File: src/sv/svap_pkg.sv
// shared types and constants for the sound voice allocator and panner
// no dependencies; used by svap_ctrl, svap_dp and the top level
`timescale 1ns / 1ps

package svap_pkg;

    typedef enum logic [1:0] {
        REQ_PLAY = 2'd0,
        REQ_KEY  = 2'd1,
        REQ_PAN  = 2'd2,
        REQ_MUTE = 2'd3
    } t_req;

    typedef enum logic [1:0] {
        ST_DONE     = 2'd0,
        ST_NO_FREE  = 2'd1,
        ST_NOT_FND  = 2'd2,
        ST_NO_ACT   = 2'd3
    } t_status;

    typedef enum logic [1:0] {
        KS_OFF         = 2'd0,
        KS_ON          = 2'd1,
        KS_ON_ENV_OFF  = 2'd2,
        KS_OFF_ENV_ON  = 2'd3
    } t_key_state;

    typedef enum logic [1:0] {
        REG_SFX_VOL = 2'd0,
        REG_SWAP    = 2'd1,
        REG_REVERB  = 2'd2
    } t_reg;

    typedef enum logic [3:0] {
        OP_NONE,
        OP_LOAD,
        OP_SCALE1,
        OP_SCALE2,
        OP_SCAN,
        OP_LEVEL,
        OP_SQ,
        OP_ROOT,
        OP_PAN,
        OP_MUL,
        OP_DIV,
        OP_FINISH
    } t_op;

    typedef enum logic [3:0] {
        S_IDLE,
        S_DISP,
        S_SCALE1,
        S_SCALE2,
        S_SCAN,
        S_LEVEL,
        S_SQ,
        S_ROOT,
        S_PAN,
        S_MUL,
        S_DIV,
        S_FIN
    } t_state;

    typedef struct packed {
        t_op        op;
        logic [1:0] sel;
    } t_cmd;

    typedef struct packed {
        t_req req;
        logic bad;
        logic match;
        logic scan_last;
        logic p_zero;
    } t_stat;

    localparam logic [3:0]  SFX_VOL_MAX = 4'd12;
    localparam logic [3:0]  SFX_VOL_RST = 4'd12;
    // floor(x/12) == (x * RECIP12) >> RECIP_SH for x below 2^19
    localparam logic [35:0] RECIP12     = 36'd174763;
    localparam int          RECIP_SH    = 21;
    localparam logic [31:0] ROOT_BIT0   = 32'h4000_0000;
    localparam logic [15:0] TAG_LOW     = 16'h8000;
    localparam logic [4:0]  SQ_STEPS    = 5'd3;
    localparam logic [4:0]  ROOT_STEPS  = 5'd16;
    localparam logic [4:0]  DIV_STEPS   = 5'd30;

endpackage

File: src/sv/sound_voice_allocator_panner.sv
// Sound voice allocator and panner. Raise start while busy is low; each item gives one
// result, marked by o_valid for exactly one cycle. The receiver cannot stall it and must
// take it then. From the accepting edge a play item keeps busy high through dispatch,
// 2 steps to scale the volume, 3 to sum squares, 16 for the bit-pair square root, pan
// and multiply steps, 30 for the restoring divider and finish. Its result is registered
// from the finish step. A zero pan magnitude skips the divider. A pan update scans
// the tags at one voice per cycle, up to NUM_VOICES, and reads the stored level. It then
// runs the same square, root and divide steps. A mute only scans, and a key report or a
// rejected play goes from dispatch straight to finish. Config via APB anytime idle.
// top level: joins svap_ctrl and svap_dp; depends on svap_pkg
`timescale 1ns / 1ps

module sound_voice_allocator_panner #(
    parameter int NUM_VOICES  = 24,
    parameter int NUM_EFFECTS = 128
) (
    input  logic        i_clk,
    input  logic        i_rst_n,
    input  logic        start,
    output logic        busy,
    input  logic        psel,
    input  logic        penable,
    input  logic        pwrite,
    input  logic [3:0]  paddr,
    input  logic [31:0] pwdata,
    output logic [31:0] prdata,
    output logic        pready,
    input  logic [1:0]  i_req_type,
    input  logic [6:0]  i_sfx_index,
    input  logic [15:0] i_tag,
    input  logic [15:0] i_dir_x,
    input  logic [15:0] i_dir_y,
    input  logic [15:0] i_dir_z,
    input  logic [13:0] i_base_volume,
    input  logic [4:0]  i_voice_in,
    input  logic [1:0]  i_key_state,
    output logic        o_valid,
    output logic [1:0]  o_status,
    output logic [4:0]  o_voice_out,
    output logic [14:0] o_vol_left,
    output logic [14:0] o_vol_right,
    output logic        o_vol_valid,
    output logic        o_key_on,
    output logic        o_key_off,
    output logic        o_reverb_on,
    output logic        o_note_down,
    output logic [6:0]  o_sfx_out
);

    svap_pkg::t_cmd  w_cmd;
    svap_pkg::t_stat w_stat;

    assign pready = 1'b1;

    svap_ctrl u_ctrl (
        .i_clk   (i_clk),
        .i_rst_n (i_rst_n),
        .i_start (start),
        .i_stat  (w_stat),
        .o_cmd   (w_cmd),
        .o_busy  (busy)
    );

    svap_dp #(
        .NUM_VOICES  (NUM_VOICES),
        .NUM_EFFECTS (NUM_EFFECTS)
    ) u_dp (
        .i_clk         (i_clk),
        .i_rst_n       (i_rst_n),
        .i_cmd         (w_cmd),
        .o_stat        (w_stat),
        .i_cfg_we      (psel && penable && pwrite),
        .i_cfg_idx     (paddr[3:2]),
        .i_cfg_wdata   (pwdata),
        .o_cfg_rdata   (prdata),
        .i_req_type    (i_req_type),
        .i_sfx_index   (i_sfx_index),
        .i_tag         (i_tag),
        .i_dir_x       (i_dir_x),
        .i_dir_y       (i_dir_y),
        .i_dir_z       (i_dir_z),
        .i_base_volume (i_base_volume),
        .i_voice_in    (i_voice_in),
        .i_key_state   (i_key_state),
        .o_valid       (o_valid),
        .o_status      (o_status),
        .o_voice_out   (o_voice_out),
        .o_vol_left    (o_vol_left),
        .o_vol_right   (o_vol_right),
        .o_vol_valid   (o_vol_valid),
        .o_key_on      (o_key_on),
        .o_key_off     (o_key_off),
        .o_reverb_on   (o_reverb_on),
        .o_note_down   (o_note_down),
        .o_sfx_out     (o_sfx_out)
    );

endmodule

File: src/sv/svap_ctrl.sv
// sequencer for the voice allocator: walks items through the scan, scale,
// squaring, square root and divide steps of svap_dp; depends on svap_pkg
`timescale 1ns / 1ps

module svap_ctrl (
    input  logic            i_clk,
    input  logic            i_rst_n,
    input  logic            i_start,
    input  svap_pkg::t_stat i_stat,
    output svap_pkg::t_cmd  o_cmd,
    output logic            o_busy
);

    svap_pkg::t_state r_state, n_state;
    logic [4:0]       r_cnt, n_cnt;

    always_ff @(posedge i_clk) begin
        if (!i_rst_n) begin
            r_state <= svap_pkg::S_IDLE;
            r_cnt   <= '0;
        end else begin
            r_state <= n_state;
            r_cnt   <= n_cnt;
        end
    end

    always_comb begin
        n_state   = r_state;
        n_cnt     = r_cnt;
        o_cmd.op  = svap_pkg::OP_NONE;
        o_cmd.sel = r_cnt[1:0];
        case (r_state)
            svap_pkg::S_IDLE: begin
                if (i_start) begin
                    o_cmd.op = svap_pkg::OP_LOAD;
                    n_state  = svap_pkg::S_DISP;
                end
            end
            svap_pkg::S_DISP: begin
                case (i_stat.req)
                    svap_pkg::REQ_PLAY:
                        n_state = i_stat.bad ? svap_pkg::S_FIN : svap_pkg::S_SCALE1;
                    svap_pkg::REQ_KEY:
                        n_state = svap_pkg::S_FIN;
                    default:
                        n_state = svap_pkg::S_SCAN;
                endcase
            end
            svap_pkg::S_SCALE1: begin
                o_cmd.op = svap_pkg::OP_SCALE1;
                n_state  = svap_pkg::S_SCALE2;
            end
            svap_pkg::S_SCALE2: begin
                o_cmd.op = svap_pkg::OP_SCALE2;
                n_cnt    = '0;
                n_state  = svap_pkg::S_SQ;
            end
            svap_pkg::S_SCAN: begin
                o_cmd.op = svap_pkg::OP_SCAN;
                if (i_stat.match) begin
                    n_state = (i_stat.req == svap_pkg::REQ_PAN) ? svap_pkg::S_LEVEL
                                                                : svap_pkg::S_FIN;
                end else if (i_stat.scan_last) begin
                    n_state = svap_pkg::S_FIN;
                end
            end
            svap_pkg::S_LEVEL: begin
                o_cmd.op = svap_pkg::OP_LEVEL;
                n_cnt    = '0;
                n_state  = svap_pkg::S_SQ;
            end
            svap_pkg::S_SQ: begin
                o_cmd.op = svap_pkg::OP_SQ;
                n_cnt    = r_cnt + 5'd1;
                if (r_cnt == svap_pkg::SQ_STEPS - 5'd1) begin
                    n_cnt   = '0;
                    n_state = svap_pkg::S_ROOT;
                end
            end
            svap_pkg::S_ROOT: begin
                o_cmd.op = svap_pkg::OP_ROOT;
                n_cnt    = r_cnt + 5'd1;
                if (r_cnt == svap_pkg::ROOT_STEPS - 5'd1) begin
                    n_cnt   = '0;
                    n_state = svap_pkg::S_PAN;
                end
            end
            svap_pkg::S_PAN: begin
                o_cmd.op = svap_pkg::OP_PAN;
                n_state  = svap_pkg::S_MUL;
            end
            svap_pkg::S_MUL: begin
                o_cmd.op = svap_pkg::OP_MUL;
                n_cnt    = '0;
                n_state  = i_stat.p_zero ? svap_pkg::S_FIN : svap_pkg::S_DIV;
            end
            svap_pkg::S_DIV: begin
                o_cmd.op = svap_pkg::OP_DIV;
                n_cnt    = r_cnt + 5'd1;
                if (r_cnt == svap_pkg::DIV_STEPS - 5'd1) begin
                    n_cnt   = '0;
                    n_state = svap_pkg::S_FIN;
                end
            end
            svap_pkg::S_FIN: begin
                o_cmd.op = svap_pkg::OP_FINISH;
                n_state  = svap_pkg::S_IDLE;
            end
            default: n_state = svap_pkg::S_IDLE;
        endcase
    end

    assign o_busy = (r_state != svap_pkg::S_IDLE);

endmodule

File: src/sv/svap_dp.sv
// datapath of the voice allocator: voice table, config registers, squaring,
// bit-pair square root, restoring divider and result registers; uses svap_pkg
`timescale 1ns / 1ps

module svap_dp #(
    parameter int NUM_VOICES  = 24,
    parameter int NUM_EFFECTS = 128
) (
    input  logic            i_clk,
    input  logic            i_rst_n,
    input  svap_pkg::t_cmd  i_cmd,
    output svap_pkg::t_stat o_stat,
    input  logic            i_cfg_we,
    input  logic [1:0]      i_cfg_idx,
    input  logic [31:0]     i_cfg_wdata,
    output logic [31:0]     o_cfg_rdata,
    input  logic [1:0]      i_req_type,
    input  logic [6:0]      i_sfx_index,
    input  logic [15:0]     i_tag,
    input  logic [15:0]     i_dir_x,
    input  logic [15:0]     i_dir_y,
    input  logic [15:0]     i_dir_z,
    input  logic [13:0]     i_base_volume,
    input  logic [4:0]      i_voice_in,
    input  logic [1:0]      i_key_state,
    output logic            o_valid,
    output logic [1:0]      o_status,
    output logic [4:0]      o_voice_out,
    output logic [14:0]     o_vol_left,
    output logic [14:0]     o_vol_right,
    output logic            o_vol_valid,
    output logic            o_key_on,
    output logic            o_key_off,
    output logic            o_reverb_on,
    output logic            o_note_down,
    output logic [6:0]      o_sfx_out
);

    localparam int VW = $clog2(NUM_VOICES);

    // configuration
    logic [3:0]  r_sfx_vol;
    logic        r_swap;
    logic        r_reverb;

    // voice table
    logic [NUM_VOICES-1:0] r_busy;
    logic [15:0]           r_vtag   [NUM_VOICES];
    logic [13:0]           r_level  [NUM_VOICES];
    logic [6:0]            r_effect [NUM_VOICES];

    // latched item
    svap_pkg::t_req r_req;
    logic [6:0]     r_sfx;
    logic [15:0]    r_tag;
    logic [15:0]    r_x, r_y, r_z;
    logic [13:0]    r_bvol;
    logic [4:0]     r_vin;
    logic [1:0]     r_ks;
    logic           r_eff_bad, r_no_free, r_vin_bad, r_found;
    logic [VW-1:0]  r_idx;

    // arithmetic
    logic [17:0] r_prod;
    logic [13:0] r_v;
    logic [31:0] r_sum;
    logic [31:0] r_root;
    logic [31:0] r_bit;
    logic [13:0] r_p;
    logic [13:0] r_d;
    logic [29:0] r_num;
    logic [14:0] r_drem;

    logic        r_valid;
    logic [1:0]  r_status;
    logic [4:0]  r_vout;
    logic [14:0] r_left, r_right;
    logic        r_volv, r_kon, r_koff, r_rvb, r_note;
    logic [6:0]  r_sfx_out;

    function automatic logic [14:0] sat15(input logic signed [31:0] v);
        if (v < 0) begin
            sat15 = '0;
        end else if (v > 32'sd32767) begin
            sat15 = 15'h7fff;
        end else begin
            sat15 = v[14:0];
        end
    endfunction

    function automatic logic [16:0] mag16(input logic [15:0] v);
        logic signed [16:0] s;
        s = {v[15], v};
        mag16 = (s < 0) ? 17'(-s) : 17'(s);
    endfunction

    // lowest free voice
    logic [VW-1:0] w_free_idx;
    always_comb begin
        w_free_idx = '0;
        for (int i = NUM_VOICES - 1; i >= 0; i--) begin
            if (!r_busy[i]) begin
                w_free_idx = VW'(i);
            end
        end
    end

    logic [3:0]  w_sv;
    logic [35:0] w_scaled;
    logic [15:0] w_sel;
    logic [16:0] w_mag;
    logic [33:0] w_sq;
    logic [31:0] w_trial;
    logic [17:0] w_p3;
    logic [13:0] w_p;
    logic [16:0] w_xmag;
    logic [30:0] w_num;
    logic [14:0] w_rs;
    logic        w_ge;
    logic signed [31:0] w_q, w_t, w_a, w_b, w_ha, w_hb;
    logic        w_match;

    always_comb begin
        w_sv     = (r_sfx_vol > svap_pkg::SFX_VOL_MAX) ? svap_pkg::SFX_VOL_MAX : r_sfx_vol;
        w_scaled = 36'(r_prod) * svap_pkg::RECIP12;
        case (i_cmd.sel)
            2'd0:    w_sel = r_x;
            2'd1:    w_sel = r_y;
            default: w_sel = r_z;
        endcase
        w_mag   = mag16(w_sel);
        w_sq    = 34'(w_mag) * 34'(w_mag);
        w_trial = r_root + r_bit;
        w_p3    = 18'(r_root[16:0]) * 18'd3;
        w_p     = (w_p3 > {4'b0, r_v}) ? r_v : w_p3[13:0];
        w_xmag  = mag16(r_x);
        w_num   = 31'(w_xmag) * 31'(r_d);
        w_rs    = {r_drem[13:0], r_num[29]};
        w_ge    = (w_rs >= {1'b0, r_p});
        w_q     = 32'(r_num);
        w_t     = r_x[15] ? -w_q : w_q;
        w_a     = $signed({18'b0, r_d}) + w_t;
        w_b     = $signed({18'b0, r_d}) - w_t;
        w_ha    = (w_a < 0) ? 32'sd0 : (w_a >>> 1);
        w_hb    = (w_b < 0) ? 32'sd0 : (w_b >>> 1);
        w_match = r_busy[r_idx] && (r_vtag[r_idx] == r_tag);
    end

    always_comb begin
        o_stat.req       = r_req;
        o_stat.bad       = r_eff_bad || r_no_free;
        o_stat.match     = w_match;
        o_stat.scan_last = (32'(r_idx) == NUM_VOICES - 1);
        o_stat.p_zero    = (r_p == '0);
    end

    // configuration port
    always_ff @(posedge i_clk) begin
        if (!i_rst_n) begin
            r_sfx_vol <= svap_pkg::SFX_VOL_RST;
            r_swap    <= 1'b0;
            r_reverb  <= 1'b0;
        end else if (i_cfg_we) begin
            case (svap_pkg::t_reg'(i_cfg_idx))
                svap_pkg::REG_SFX_VOL: r_sfx_vol <= i_cfg_wdata[3:0];
                svap_pkg::REG_SWAP:    r_swap    <= i_cfg_wdata[0];
                svap_pkg::REG_REVERB:  r_reverb  <= i_cfg_wdata[0];
                default: ;
            endcase
        end
    end

    always_comb begin
        case (svap_pkg::t_reg'(i_cfg_idx))
            svap_pkg::REG_SFX_VOL: o_cfg_rdata = {28'b0, r_sfx_vol};
            svap_pkg::REG_SWAP:    o_cfg_rdata = {31'b0, r_swap};
            svap_pkg::REG_REVERB:  o_cfg_rdata = {31'b0, r_reverb};
            default:               o_cfg_rdata = '0;
        endcase
    end

    // item registers and arithmetic steps
    always_ff @(posedge i_clk) begin
        case (i_cmd.op)
            svap_pkg::OP_LOAD: begin
                r_req     <= svap_pkg::t_req'(i_req_type);
                r_sfx     <= i_sfx_index;
                r_tag     <= i_tag;
                r_x       <= i_dir_x;
                r_y       <= i_dir_y;
                r_z       <= i_dir_z;
                r_bvol    <= i_base_volume;
                r_vin     <= i_voice_in;
                r_ks      <= i_key_state;
                r_eff_bad <= ({2'b0, i_sfx_index} >= 9'(NUM_EFFECTS));
                r_no_free <= &r_busy;
                r_vin_bad <= ({1'b0, i_voice_in} >= 6'(NUM_VOICES));
                r_found   <= 1'b0;
                r_sum     <= '0;
                r_root    <= '0;
                r_bit     <= svap_pkg::ROOT_BIT0;
                case (svap_pkg::t_req'(i_req_type))
                    svap_pkg::REQ_PLAY: r_idx <= w_free_idx;
                    svap_pkg::REQ_KEY:  r_idx <= i_voice_in[VW-1:0];
                    default:            r_idx <= '0;
                endcase
            end
            svap_pkg::OP_SCALE1: r_prod <= 18'(r_bvol) * 18'(w_sv);
            svap_pkg::OP_SCALE2: r_v <= w_scaled[svap_pkg::RECIP_SH +: 14];
            svap_pkg::OP_SCAN: begin
                if (w_match) begin
                    r_found <= 1'b1;
                end else if (32'(r_idx) != NUM_VOICES - 1) begin
                    r_idx <= r_idx + VW'(1);
                end
            end
            svap_pkg::OP_LEVEL: r_v <= r_level[r_idx];
            svap_pkg::OP_SQ:    r_sum <= r_sum + w_sq[31:0];
            svap_pkg::OP_ROOT: begin
                if (r_sum >= w_trial) begin
                    r_sum  <= r_sum - w_trial;
                    r_root <= (r_root >> 1) + r_bit;
                end else begin
                    r_root <= r_root >> 1;
                end
                r_bit <= r_bit >> 2;
            end
            svap_pkg::OP_PAN: begin
                r_p <= w_p;
                r_d <= r_v - w_p;
            end
            svap_pkg::OP_MUL: begin
                r_num  <= w_num[29:0];
                r_drem <= '0;
            end
            svap_pkg::OP_DIV: begin
                r_drem <= w_ge ? (w_rs - {1'b0, r_p}) : w_rs;
                r_num  <= {r_num[28:0], w_ge};
            end
            default: ;
        endcase
    end

    // voice table state
    always_ff @(posedge i_clk) begin
        if (!i_rst_n) begin
            r_busy <= '0;
            for (int i = 0; i < NUM_VOICES; i++) begin
                r_vtag[i] <= '0;
            end
        end else if (i_cmd.op == svap_pkg::OP_FINISH) begin
            case (r_req)
                svap_pkg::REQ_PLAY: begin
                    if (!r_eff_bad && !r_no_free) begin
                        r_busy[r_idx] <= 1'b1;
                        r_vtag[r_idx] <= r_tag;
                    end
                end
                svap_pkg::REQ_KEY: begin
                    if (!r_vin_bad && (r_ks == svap_pkg::KS_OFF ||
                                       r_ks == svap_pkg::KS_OFF_ENV_ON)) begin
                        r_busy[r_idx] <= 1'b0;
                        r_vtag[r_idx] <= '0;
                    end
                end
                svap_pkg::REQ_MUTE: begin
                    if (r_found) begin
                        r_busy[r_idx] <= 1'b0;
                        r_vtag[r_idx] <= '0;
                    end
                end
                default: ;
            endcase
        end
    end

    always_ff @(posedge i_clk) begin
        if (i_cmd.op == svap_pkg::OP_FINISH && r_req == svap_pkg::REQ_PLAY &&
            !r_eff_bad && !r_no_free) begin
            r_level[r_idx]  <= r_v;
            r_effect[r_idx] <= r_sfx;
        end
    end

    // result registers
    always_ff @(posedge i_clk) begin
        if (!i_rst_n) begin
            r_valid <= 1'b0;
        end else begin
            r_valid <= (i_cmd.op == svap_pkg::OP_FINISH);
        end
    end

    always_ff @(posedge i_clk) begin
        if (i_cmd.op == svap_pkg::OP_FINISH) begin
            r_status  <= svap_pkg::ST_DONE;
            r_vout    <= '0;
            r_left    <= '0;
            r_right   <= '0;
            r_volv    <= 1'b0;
            r_kon     <= 1'b0;
            r_koff    <= 1'b0;
            r_rvb     <= 1'b0;
            r_note    <= 1'b0;
            r_sfx_out <= '0;
            case (r_req)
                svap_pkg::REQ_PLAY: begin
                    if (r_eff_bad) begin
                        r_status <= svap_pkg::ST_NO_ACT;
                    end else if (r_no_free) begin
                        r_status <= svap_pkg::ST_NO_FREE;
                    end else begin
                        r_vout <= 5'(r_idx);
                        if (r_p == '0) begin
                            r_left  <= {1'b0, r_v};
                            r_right <= {1'b0, r_v};
                        end else begin
                            r_left  <= sat15(r_swap ? w_a : w_b);
                            r_right <= sat15(r_swap ? w_b : w_a);
                        end
                        r_volv    <= 1'b1;
                        r_kon     <= 1'b1;
                        r_rvb     <= r_reverb;
                        r_note    <= (r_tag > svap_pkg::TAG_LOW);
                        r_sfx_out <= r_sfx;
                    end
                end
                svap_pkg::REQ_KEY: begin
                    if (r_vin_bad) begin
                        r_status <= svap_pkg::ST_NO_ACT;
                    end else begin
                        r_vout    <= r_vin;
                        r_sfx_out <= r_busy[r_idx] ? r_effect[r_idx] : '0;
                        case (svap_pkg::t_key_state'(r_ks))
                            svap_pkg::KS_ON:         r_status <= svap_pkg::ST_NO_ACT;
                            svap_pkg::KS_ON_ENV_OFF: r_koff   <= 1'b1;
                            svap_pkg::KS_OFF_ENV_ON: r_volv   <= 1'b1;
                            default: ;
                        endcase
                    end
                end
                default: begin
                    if (!r_found) begin
                        r_status <= svap_pkg::ST_NOT_FND;
                    end else begin
                        r_vout    <= 5'(r_idx);
                        r_sfx_out <= r_effect[r_idx];
                        if (r_req == svap_pkg::REQ_PAN) begin
                            r_volv <= 1'b1;
                            if (r_p == '0) begin
                                r_left  <= {2'b0, r_v[13:1]};
                                r_right <= {2'b0, r_v[13:1]};
                            end else begin
                                r_left  <= sat15(w_hb);
                                r_right <= sat15(w_ha);
                            end
                        end else begin
                            r_koff <= 1'b1;
                        end
                    end
                end
            endcase
        end
    end

    assign o_valid     = r_valid;
    assign o_status    = r_status;
    assign o_voice_out = r_vout;
    assign o_vol_left  = r_left;
    assign o_vol_right = r_right;
    assign o_vol_valid = r_volv;
    assign o_key_on    = r_kon;
    assign o_key_off   = r_koff;
    assign o_reverb_on = r_rvb;
    assign o_note_down = r_note;
    assign o_sfx_out   = r_sfx_out;

endmodule
File: config.mk
export PLATFORM = sky130hd
export DESIGN_NAME = sound_voice_allocator_panner
export DESIGN_NICKNAME = d
export VERILOG_FILES = /design/src/sv/svap_pkg.sv /design/src/sv/sound_voice_allocator_panner.sv /design/src/sv/svap_ctrl.sv /design/src/sv/svap_dp.sv
export SDC_FILE = /design/constraint.sdc
export NUM_CORES = 2
export LEC_CHECK = 0
export BUFFER_PORTS_ARGS = -buffer_cell sky130_fd_sc_hd__buf_2
export CAP_MARGIN = 20
export CORE_MARGIN = 5
export CORE_UTILIZATION = 44
export CTS_CLUSTER_SIZE = 20
export DETAILED_ROUTE_END_ITERATION = 7
export GPL_ROUTABILITY_DRIVEN = 0
export PLACE_DENSITY = 0.71
export SETUP_SLACK_MARGIN = 0.1
export SLEW_MARGIN = 15
export SYNTH_ARGS = -nofsm -noshare
export SYNTH_HDL_FRONTEND = slang
export SYNTH_SLANG_ARGS = --single-unit
File: constraint.sdc
create_clock -name i_clk -period 9.7 [get_ports i_clk]
set_clock_uncertainty 0.15 [all_clocks]
set_input_delay 2.425 -clock i_clk [delete_from_list [all_inputs] [get_ports i_clk]]
set_output_delay 2.425 -clock i_clk [all_outputs]
set_load 0.05 [all_outputs]
==> flow_metrics.tcl <==
set metrics [dict create \
    yosys.area.top_type "edfxtp_1" \
    min_path_cells 1 \
    cap_violations 0 \
    met3RoutedLength_microns 18800 \
    drive_gt1_frac 0.123 \
    avgSynthCellArea_sq_um 12.1 \
    reg2regPathDepth 32 \
    drc 0 \
    rsz0062_at_grt "false" \
    critPathRequiredTime_ns 10.07 \
    ys.flop_type "edfxtp_1" \
    cts_buffers 149 \
    synth_area_sq_um 89700 \
    clk_path_buf_depth 3 \
    gr-total-overflow 0 \
    postCtsSetupRepairBufs 0 \
    synth-async-reset-ratio 0 \
    grt_max_degree 162 \
    std_cell_rows 165 \
    ys_warn_count 0 \
    areaGrowthSynthToFinish_pct 10.8 \
    min_period_ns 9.15 \
    crit_fanout 16 \
    synth_cell_types 98 \
    tns_ns 0 \
    nets 8796 \
    initial_core_util 0.443 \
    yosys_register_bits 1396 \
    ff2ff_setup_slack_ns 0.55 \
    worst_pin_slew_ns 1.24 \
    r2r_end "u_dp.r_sum[30]" \
    grt_pass1_wl_microns 348000 \
    clkLatencyLatePin_ns 0.83 \
    root_buffer "clkbuf_16" \
    slew_violations 0 \
    m1WireLength_microns 86400 \
    cts_resized 0 \
    drt_iter0_drc 5998 \
    synth_top_area_frac 0.453 \
    dr_wl_met2_microns 112000 \
    cts_hold_buf 0 \
    relSlewSlack 0.164 \
    post_drt_wl_per_cell_microns 21.9 \
    cpPeakStageDelay_ns 0.53 \
    start_kind "flip-flop" \
    grt_use_total 0.211 \
    vias 59300 \
    cp_common_cell "fa_1" \
    io_buffers 160 \
    dp_hpwl_microns 155000 \
    antenna_found_initial 13 \
    cts.sinks 1396 \
    crit_path_top_delay_cell "fa_1" \
    synth.cells.most_frequent "edfxtp_1, inv_1, nor2_1, nand2_1, ha_1" \
    vias_per_cell 5.71 \
    die_h_microns 461 \
    core_sq_um 203000 \
    finalHoldViolations 0 \
    synth_edf_count 1351 \
    die_area_sq_um 213000 \
    max_freq_ghz 0.109 \
    drtPass1Iterations 6 \
    finalCritPeriodShare 0.943 \
    path_class "flip-flop to flip-flop" \
    reg2reg_from "u_ctrl.r_cnt[1]" \
    holdCritPathClass "flip-flop to flip-flop" \
    pin_count 220 \
    ant_nets 0 \
    path_clk_slew_ns 0.06 \
    synthTopCellsByArea "edfxtp_1, fa_1, mux4_2" \
    cts-htree-levels 4 \
    highest_layer "met5" \
    syn_inst 7382 \
    worstSetupEndpointType "flip-flop" \
    fillCellCount 17200 \
    post-synth-top-count-cell "edfxtp_1" \
    arrival_ns 9.52 \
    grt_pass1_vias 60000 \
    die_w_microns 461 \
    wl_microns 228000 \
    setup_viol 0 \
    ys_seq_area_frac 0.463 \
    cts_tree "done" \
    status "complete, no violations" \
]
## metal layers
layer,vias to the layer above,GRT usage
li1,26400,-
met1,29900,0.267
met2,2546,0.354
met3,477,0.0400
met4,4,0.0973
met5,-,0
## worst max-delay path, delay by kind of cell (launching register included)
kind | cells | cell delay, ns
xor+xnor | 2 | 0.41
buf+inv | 7 | 1.07
fa+ha+maj | 8 | 3.66
compound gates | 11 | 2.34
flops | 1 | 0.40
simple gates | 4 | 0.87
## sequential cells by signal (all words and copies together) (netlist names), 7 cells and up, named ones only
| register | cells |
|---|---|
| u_dp.r_y | 16 |
| u_dp.o_vol_left | 15 |
| u_dp.o_vol_right | 15 |
| u_dp.r_d | 14 |
| u_dp.r_x | 16 |
| u_dp.r_num | 30 |
| u_dp.r_sfx | 7 |
| u_dp.r_bvol | 14 |
| u_dp.r_p | 14 |
| u_dp.r_vtag | 512 |
| u_dp.r_tag | 16 |
| u_dp.o_sfx_out | 7 |
| u_dp.r_effect | 168 |
| u_dp.r_drem | 14 |
| u_dp.r_prod | 18 |
| u_dp.r_root | 32 |
| u_dp.r_v | 14 |
| u_dp.r_sum | 32 |
| u_dp.r_z | 16 |
| u_dp.r_bit | 16 |
| u_dp.r_level | 336 |
## worst max-delay path by stage
stage,slack [ns],cells past startpoint,to,startpoint
2_1_floorplan,0.87,35,u_dp.r_sum[30],u_ctrl.r_cnt[0]
3_3_place_gp,0.61,35,u_dp.r_sum[30],u_ctrl.r_cnt[0]
3_5_place_dp,0.48,34,u_dp.r_sum[30],u_ctrl.r_cnt[0]
4_1_cts,0.45,34,u_dp.r_sum[30],u_ctrl.r_cnt[0]
5_1_grt,0.16,35,u_dp.r_sum[30],u_ctrl.r_cnt[1]
6_report,0.55,32,u_dp.r_sum[30],u_ctrl.r_cnt[1]
## stage by stage
step                      cell area, sq um  cells  setup slack [ns]  hold WS [ns]  utilization
after floorplan                      89900   7458             0.874         0.318            -
after global placement               93900  10100             0.608         0.342        0.464
after detailed placement             94000  10100             0.485         0.343        0.464
after CTS                            99000  10400             0.452         0.386        0.489
after global routing                 99300  10400             0.161         0.417        0.490
final                                99300  10400             0.554         0.395        0.490
## cells by family after synthesis
group,share of synthesized area
AOI/OAI and AO/OA,0.0727
xor gates and xnor gates,0.0302
adders and majority gates,0.194
buffers and inverters,0.0542
DFF,0.463
muxes,0.0882
other,0.0000838
and+or+nand+nor,0.0978
## final cells by class
class	instances	area [sq um]	area share
well taps	2672	3340	0.0337
diodes	9	22.5	0.000227
flip-flops and latches	1396	41500	0.418
clock inverters	86	1130	0.0114
clock buffers	188	3910	0.0393
multi-input cells	4801	43700	0.440
repair buffers	320	2210	0.0223
inverters	921	3460	0.0348
## placed cells by master, fill, tap and decap left out, types with 76 or more instances in the layout
master / n
fa_1: 535
xnor2_1: 194
buf_4: 146
conb_1: 78
and2_1: 137
nand2_1: 595
buf_2: 161
xor2_1: 114
ha_1: 535
edfxtp_1: 1351
a21oi_1: 239
mux2i_1: 76
inv_1: 908
nor2_1: 752
o21ai_0: 192
nand3_1: 88
clkbuf_16: 149
mux4_2: 313
Power is left out: the tool's default activity adds up to more than one toggle a clock period on the data nets, which glitch-free logic cannot reach.
